File: config.mk
export PLATFORM = sky130hd
export DESIGN_NAME = chs_front
export DESIGN_NICKNAME = d
export VERILOG_FILES = /design/src/design/chs_pkg.sv /design/src/design/chs_front.sv
export SDC_FILE = /design/constraint.sdc
export NUM_CORES = 1
export LEC_CHECK = 0
export BUFFER_PORTS_ARGS = -buffer_cell sky130_fd_sc_hd__buf_4
export CAP_MARGIN = 20
export CORE_ASPECT_RATIO = 1.4
export CORE_MARGIN = 5
export CORE_UTILIZATION = 50
export DETAILED_ROUTE_END_ITERATION = 8
export GPL_ROUTABILITY_DRIVEN = 1
export PLACE_DENSITY = 0.77
export SYNTH_ARGS = -nofsm -noshare
export SYNTH_HDL_FRONTEND = slang
export SYNTH_SLANG_ARGS = --single-unit
File: constraint.sdc
create_clock -name clk_i -period 3.15 [get_ports clk_i]
set_input_delay 0.1575 -clock clk_i [delete_from_list [all_inputs] [get_ports clk_i]]
set_output_delay 0.1575 -clock clk_i [all_outputs]
set_load 0.05 [all_outputs]
File: src/design/chs_pkg.sv
// Shared types and codes for the chained hash set.
package chs_pkg;

  typedef enum logic [1:0] {
    REQ_LOOKUP = 2'd0,
    REQ_INSERT = 2'd1,
    REQ_REMOVE = 2'd2,
    REQ_SPARE  = 2'd3
  } req_e;

  typedef enum logic [1:0] {
    ST_DONE    = 2'd0,
    ST_DUP     = 2'd1,
    ST_ABSENT  = 2'd2,
    ST_FULL    = 2'd3
  } status_e;

  typedef enum logic [3:0] {
    BK_IDLE,
    BK_MOD,
    BK_HEAD,
    BK_HWAIT,
    BK_NODE,
    BK_NWAIT,
    BK_ACT,
    BK_FREEWAIT,
    BK_FREE,
    BK_UNLINK,
    BK_OUT
  } back_state_e;

endpackage

File: src/design/chs_front.sv
// Input stage: classify requests and hold them in a short queue for the back end.
module chs_front #(
  parameter int KeyBits = 31
) (
  input  logic               clk_i,
  input  logic               rst_ni,
  input  logic               push,
  output logic               full,
  input  logic [1:0]         req_type_i,
  input  logic [KeyBits-1:0] key_i,
  output logic               rq_valid_o,
  input  logic               rq_take_i,
  output chs_pkg::req_e      rq_type_o,
  output logic [KeyBits-1:0] rq_key_o
);

  localparam int Depth = 2;

  chs_pkg::req_e      type_q [Depth];
  logic [KeyBits-1:0] key_q  [Depth];
  logic               wr_q, rd_q;
  logic [1:0]         cnt_q;
  logic               put;
  chs_pkg::req_e      kind;

  assign full = (cnt_q == 2'd2);
  assign put  = push && !full;
  assign rq_valid_o = (cnt_q != 2'd0);
  assign rq_type_o  = type_q[rd_q];
  assign rq_key_o   = key_q[rd_q];

  // spare code behaves as a lookup
  always_comb begin
    unique case (req_type_i)
      chs_pkg::REQ_INSERT: kind = chs_pkg::REQ_INSERT;
      chs_pkg::REQ_REMOVE: kind = chs_pkg::REQ_REMOVE;
      default:             kind = chs_pkg::REQ_LOOKUP;
    endcase
  end

  always_ff @(posedge clk_i) begin
    if (put) begin
      type_q[wr_q] <= kind;
      key_q[wr_q]  <= key_i;
    end
  end

  always_ff @(posedge clk_i or negedge rst_ni) begin
    if (!rst_ni) begin
      wr_q  <= 1'b0;
      rd_q  <= 1'b0;
      cnt_q <= 2'd0;
    end else begin
      if (put) wr_q <= ~wr_q;
      if (rq_take_i) rd_q <= ~rd_q;
      cnt_q <= cnt_q + {1'b0, put} - {1'b0, rq_take_i};
    end
  end

  assert property (@(posedge clk_i) disable iff (!rst_ni) cnt_q <= 2'd2)
    else $error("queue count overflow");
  assert property (@(posedge clk_i) disable iff (!rst_ni) rq_take_i |-> rq_valid_o)
    else $error("take from empty queue");
  assert property (@(posedge clk_i) disable iff (!rst_ni)
    (put && !rq_take_i) |=> cnt_q == $past(cnt_q) + 2'd1)
    else $error("push lost");

endmodule

==> results of run 1 <==
[cell usage in the layout, fill, tap and decap left out]
| cell | netlist | routed |
|---|---|---|
| and3_1 | 1 | 1 |
| buf_4 | 0 | 72 |
| bufinv_16 | 0 | 1 |
| clkbuf_1 | 0 | 1 |
| clkbuf_8 | 0 | 9 |
| clkinv_1 | 0 | 1 |
| clkinv_2 | 0 | 2 |
| clkinvlp_4 | 0 | 1 |
| dfrtp_1 | 4 | 3 |
| dfrtp_2 | 0 | 1 |
| dlygate4sd3_1 | 0 | 33 |
| edfxtp_1 | 66 | 66 |
| ha_1 | 2 | 2 |
| inv_1 | 2 | 2 |
| mux2_2 | 4 | 4 |
| mux2_4 | 29 | 29 |
| nand2_1 | 1 | 1 |
| nand2b_1 | 1 | 1 |
| nor2_4 | 0 | 1 |
| nor2b_1 | 2 | 2 |
| or2_2 | 1 | 1 |
| xnor2_1 | 3 | 3 |
| xor2_1 | 1 | 1 |
[critical path: stages, from the launching register on]
cell	delay, ns
dfrtp_2	1.04
mux2_2	0.43
buf_4	0.19
[flip-flops by register name, indices dropped and copies added, names as in the netlist]
signal and flops:
rd_q 1, wr_q 1, cnt_q 2, type_q 4, key_q 62
[final cells by class]
class	count	area (um2)
timing repair buffer	105	871
tap	68	85.1
clock inverter	5	51.3
sequential	70	2080
fill	346	1590
clock buffer	10	128
inverter	2	7.51
multi-input combinational	46	587
[routing by layer]
metal / vias up / part of all wire, %
met3: 7 / 6.0
met1: 702 / 35
met2: 46 / 57
met5: - / 0
met4: 0 / 2.1
li1: 690 / -
[metrics by stage]
step / util, % / cell area, um2 / total power (W)
global route: 70.5 / 3810 / 0.00397
finish: 70.5 / 3810 / 0.00382
detailed placement: 61.1 / 3300 / 0.00316
floorplan: - / 2740 / 0.00278
global placement: 61.1 / 3300 / 0.00311
CTS: 70.5 / 3810 / 0.00386
[power breakdown]
part / internal, W / switching (W) / leakage [nW]
Combinational: 0.000671 / 0.00103 / 0.797
Clock: 0.000356 / 0.000301 / 0.0896
Sequential: 0.00128 / 0.000183 / 0.659
[cell families after synthesis]
group	Yosys count
xor gates and xnor gates	4
adders and majority gates	2
and+or+nand+nor	7
muxes	33
buffers and inverters	6
DFF	70
[worst max path at each step]
stage / endpoint / slack [ns] / startpoint
floorplan: key_q[0][0] / 0.74 / cnt_q[1]
global placement: rq_type_o[1] / 1.37 / rd_q
detailed placement: key_q[0][12] / 1.29 / cnt_q[1]
CTS: rq_type_o[1] / 0.95 / rd_q
global route: rq_key_o[30] / 0.87 / rd_q
finish: rq_key_o[30] / 0.99 / rd_q
==> flow_metrics.tcl, run 1 <==
set metrics [dict create \
    critPathKind "reg2out" \
    syn_to_final_growth_pct 39.1 \
    h-tree-depth 3 \
    setup_ws_ns 0.994 \
    diodes 0 \
    ys_types 16 \
    use_met3_pct 5.59 \
    die_area_mm2 0.00708 \
    antenna_found_initial 0 \
    postCtsSetupBuffers 0 \
    avgSynthCellArea_um2 22.5 \
    tns_ns 0 \
    gp_congestion 0.727 \
    layout_min_cycle_time_ns 2.16 \
    synth.yosys.seq_area_share_pct 76.0 \
    hold_depth 2 \
    row_count 32 \
    clk_latency_ns 0.34 \
    cts.sinks 70 \
    wl_um 4990 \
    period_share_pct 68.4 \
    clk_pin_slew_ns 0.06 \
    synth_fa_ha_area_share_pct 0.913 \
    start_kind "register" \
    status "complete, no violations" \
    drv_slew 0 \
    clk_path_buf_depth 2 \
    synth-async-reset-ratio_pct 5.71 \
    drv_cap 0 \
    ios 72 \
    whs_endpoint "type_q[1][1]" \
    syn_nets 161 \
    first_pass_iters 4 \
    final_cells 306 \
    regToRegEndpoint "key_q[0][28]" \
    portBuffers 71 \
    slew_headroom_pct 32.3 \
    viasPerCell 4.72 \
    post_cts_resized 0 \
    r2r_cells 3 \
    r2r_start "cnt_q[1]" \
    synth_xor_xnor_area_share_pct 1.28 \
    synth_warnings 0 \
    power_per_cell_area_mw_per_mm2 1000 \
    grt_use_met1_pct 14.9 \
    dp.final_hpwl_um 3300 \
    required_ns 2.99 \
    pre_cts_slack_ns 1.29 \
    ys_top_cells_by_count "edfxtp_1 (66), mux2_4 (29), dfrtp_1 (4), mux2_2 (4)" \
    synth_enable_flop_cells 66 \
    track_usage_pct 15.2 \
    cp_max_fo 34 \
    cts_buffers 9 \
    use_met2_pct 26.8 \
    synth_top_area_share_pct 72.3 \
    die_w_um 72.6 \
    drive_gt1_share_pct 50.8 \
    tritoncts "yes" \
    max_freq_mhz 464 \
    dpl.cell_count 258 \
    nets 273 \
    holdCritStartpoint "req_type_i[0]" \
    overflow 0 \
    synth_top_area_cell "edfxtp_1" \
    synthTopCellsByArea "edfxtp_1 (72%), mux2_4 (16%), dfrtp_1 (3.7%)" \
    hold_path_class "in2reg" \
    synth_top_family_by_area "multiplexers" \
    setup_viol_count_final 0 \
    ir_worst_vdd_v 0.000836 \
    worstMarginPinSlew_ns 1.02 \
    die_h_um 97.6 \
    cts_root_buffer "clkbuf_8" \
    vias 1445 \
    core_area_mm2 0.00541 \
    muxShareOfSynthArea_pct 17.5 \
    grt_pass1_wl_um 7730 \
    hold_buffers 33 \
    floorplan.initialDensity_pct 50.7 \
    grt_max_degree 35 \
    drt-wirelength-per-cell_um 16.3 \
    yosys.cell_count.top_type "edfxtp_1" \
    ant_nets 0 \
    top_usage_layer "met2" \
    hold_viol_final 0 \
    dr.first_iter.drc_count 54 \
    leakage_nw 1.55 \
    reg2reg_slack_ns 1.30 \
    synth_seq_cells 70 \
    synth_compound_area_share_pct 0 \
    holdWs_ns 0.110 \
    drc 0 \
    rsz0062_at_grt "false" \
    crit_path_end_kind "output port" \
    skew_ns 0.00798 \
    grt_pass1_vias 1600 \
    syn_area_mm2 0.00274 \
    synthFlopType "edfxtp_1" \
    crit_arrival_ns 2.00 \
    synth-simple-area-share_pct 1.42 \
    syn_inst 122 \
]
Note: power is estimated with default switching activity, not from simulation.
==> run 2, diff against run 1 <==
--- a/config.mk
+++ b/config.mk
@@ -5,6 +5,7 @@
 export SDC_FILE = /design/constraint.sdc
 export NUM_CORES = 1
 export LEC_CHECK = 0
+export ABC_AREA = 1
 export BUFFER_PORTS_ARGS = -buffer_cell sky130_fd_sc_hd__buf_4
 export CAP_MARGIN = 20
 export CORE_ASPECT_RATIO = 1.4
==> constraint.sdc (replaced) <==
create_clock -name clk_i -period 2.25 [get_ports clk_i]
set_input_delay 0.1125 -clock clk_i [delete_from_list [all_inputs] [get_ports clk_i]]
set_output_delay 0.1125 -clock clk_i [all_outputs]
set_load 0.05 [all_outputs]
==> run 2 against run 1 <==
  * Flip-flop and latch count stayed put
  * Clock-buffer cell count stayed put
  * Global-route usage is 1.1 points higher
  * Sequential share of layout area is 0.11 points lower
  * Non-clock buffer count is 2 higher
  * Critical path type unchanged
  * Clock power is 39% higher
  * Via count is 20% higher
  * Setup slack worse by 0.49 ns
  * Synthesized area is 2.1% lower
==> flow_metrics.tcl, run 2 <==
set metrics [dict create \
    dp.final_hpwl_um 3370 \
    skew_ns 0.00589 \
    track_usage_pct 16.2 \
    overflow 0 \
    period_share_pct 77.5 \
    crit_arrival_ns 1.63 \
    clk_pin_slew_ns 0.06 \
    first_pass_iters 4 \
    clk_path_buf_depth 2 \
    cp_max_fo 40 \
    start_kind "register" \
    synth_top_area_cell "edfxtp_1" \
    synth_enable_flop_cells 66 \
    critPathLaunch "rd_q" \
    drive_gt1_share_pct 27.8 \
    drv_slew 0 \
    ant_nets 0 \
    hold_path_class "in2reg" \
    h-tree-depth 3 \
    diodes 0 \
    num-fill-cells 369 \
    floorplan.initialDensity_pct 51.6 \
    synthTopCellsByArea "edfxtp_1 (74%), inv_1 (6.0%), nand2_1 (6.0%)" \
    register_area_mm2 0.00208 \
    grt_pass1_wl_um 8420 \
    pre_cts_slack_ns 0.694 \
    required_ns 2.14 \
    cts_root_buffer "clkbuf_8" \
    slew_headroom_pct 70.3 \
    synth_warnings 0 \
    synth_top_area_share_pct 73.9 \
    ys_types 13 \
    nets 354 \
    portBuffers 71 \
    hold_viol_final 0 \
    holdWs_ns 0.0826 \
    wl_um 5110 \
    rsz0062_at_grt "false" \
    ir_worst_vdd_v 0.00133 \
    grt_max_degree 41 \
    synth_seq_cells 70 \
    grt_pass1_vias 1821 \
    cts.sinks 70 \
    synthFlopType "edfxtp_1" \
    status "complete, no violations" \
    dr.first_iter.drc_count 59 \
    tritoncts "yes" \
    core_area_mm2 0.00520 \
    syn_area_mm2 0.00268 \
    largest_register_ffs 62 \
    setup_ws_ns 0.507 \
    row_count 31 \
    die_h_um 96.7 \
    syn_to_final_growth_pct 42.4 \
    setup_viol_count_final 0 \
    max_freq_mhz 574 \
    syn_inst 204 \
    most-common-layout-cells "buf_4 (71), edfxtp_1 (66), inv_1 (43), nand2_1 (43), dlygate4sd3_1 (33)" \
    drc 0 \
    leakage_nw 1.67 \
    layout_commonest_cell "buf_4" \
    tns_ns 0 \
    antenna_found_initial 0 \
    drv_cap 0 \
    synth.yosys.seq_area_share_pct 77.6 \
    critPathKind "reg2out" \
    multi_input_comb_area_um2 389 \
    syn_nets 243 \
    avgSynthCellArea_um2 13.1 \
    vias 1736 \
    clk_latency_ns 0.33 \
    die_w_um 71.9 \
    regMostFlops "key_q" \
    layout_min_cycle_time_ns 1.74 \
    holdCritStartpoint "req_type_i[0]" \
    synth-async-reset-ratio_pct 5.71 \
    yosys.cell_count.top_type "edfxtp_1" \
    power_per_cell_area_mw_per_mm2 1410 \
    crit_path_end_kind "output port" \
    die_area_mm2 0.00695 \
    r2r_start "cnt_q[1]" \
    drt-wirelength-per-cell_um 13.2 \
    reg_top3 "key_q: 62 flops, type_q: 4 flops, cnt_q: 2 flops" \
    worstMarginPinSlew_ns 0.445 \
    ys_top_cells_by_count "edfxtp_1 (66), inv_1 (43), nand2_1 (43)" \
    gp_congestion 0.723 \
    cts_buffers 9 \
    ios 72 \
    viasPerCell 4.50 \
]
run 2: layout make-up:
class | count | area share (%)
multi-input combinational | 84 | 10.2
inverter | 43 | 4.23
sequential | 70 | 54.5
tap | 66 | 2.16
clock buffer | 10 | 3.34
timing repair buffer | 107 | 24.2
clock inverter | 6 | 1.38
run 2: per-stage QoR:
stage / area (um2) / util [%] / std cells / total power (W)
6_report: 3820 / 73.5 / 386 / 0.00538
5_1_grt: 3820 / 73.5 / 386 / 0.00566
4_1_cts: 3820 / 73.5 / 386 / 0.00544
3_5_place_dp: 3310 / 63.7 / 337 / 0.00447
3_3_place_gp: 3310 / 63.7 / 337 / 0.00442
2_1_floorplan: 2690 / - / 204 / 0.00370
run 2: timing repair:
action,CTS,global route
hold buffers,33,0
hold endpoints to repair,67,0
setup buffers,0,0
resized for setup,0,0
run 2: path summary, 6_finish.rpt:
check | cells past startpoint | end | slack, ns
worst max-delay path | 4 | rq_type_o[0] | 0.51
worst min-delay path | 2 | type_q[1][1] | 0.08
worst max register to register | 4 | key_q[1][21] | 0.70
worst min register to register | 1 | cnt_q[0] | 0.51
max in group asynchronous | 2 | rd_q | 2.01
min in group asynchronous | 2 | cnt_q[1] | 0.13
run 2: cells by family after synthesis:
group	after synthesis	share of synthesized area (%)
xor gates and xnor gates	1	0.327
and+or+nand+nor	48	6.81
adders and majority gates	2	0.933
DFF	70	77.6
AOI/OAI and AO/OA	33	6.16
buffers and inverters	50	8.16
run 2: critical path, stage by stage, from the launching register on:
cell	delay (ns)
dfrtp_2	0.64
buf_12	0.24
nand2_1	0.06
o21ai_0	0.10
buf_4	0.25
run 2: layer usage:
metal  up-vias  share of wire, %  global-route usage, %
met3        13               5.1                   5.29
met5         -                 0                      0
li1        893                 -                      -
met4         0               2.6                   8.54
met1       785                34                   15.2
met2        45                58                   30.0
run 2: power breakdown:
| part | switching, W | internal, W |
|---|---|---|
| registers | 0.000138 | 0.00178 |
| clock network | 0.000413 | 0.000499 |
| logic | 0.00183 | 0.000729 |
| total | 0.00238 | 0.00301 |
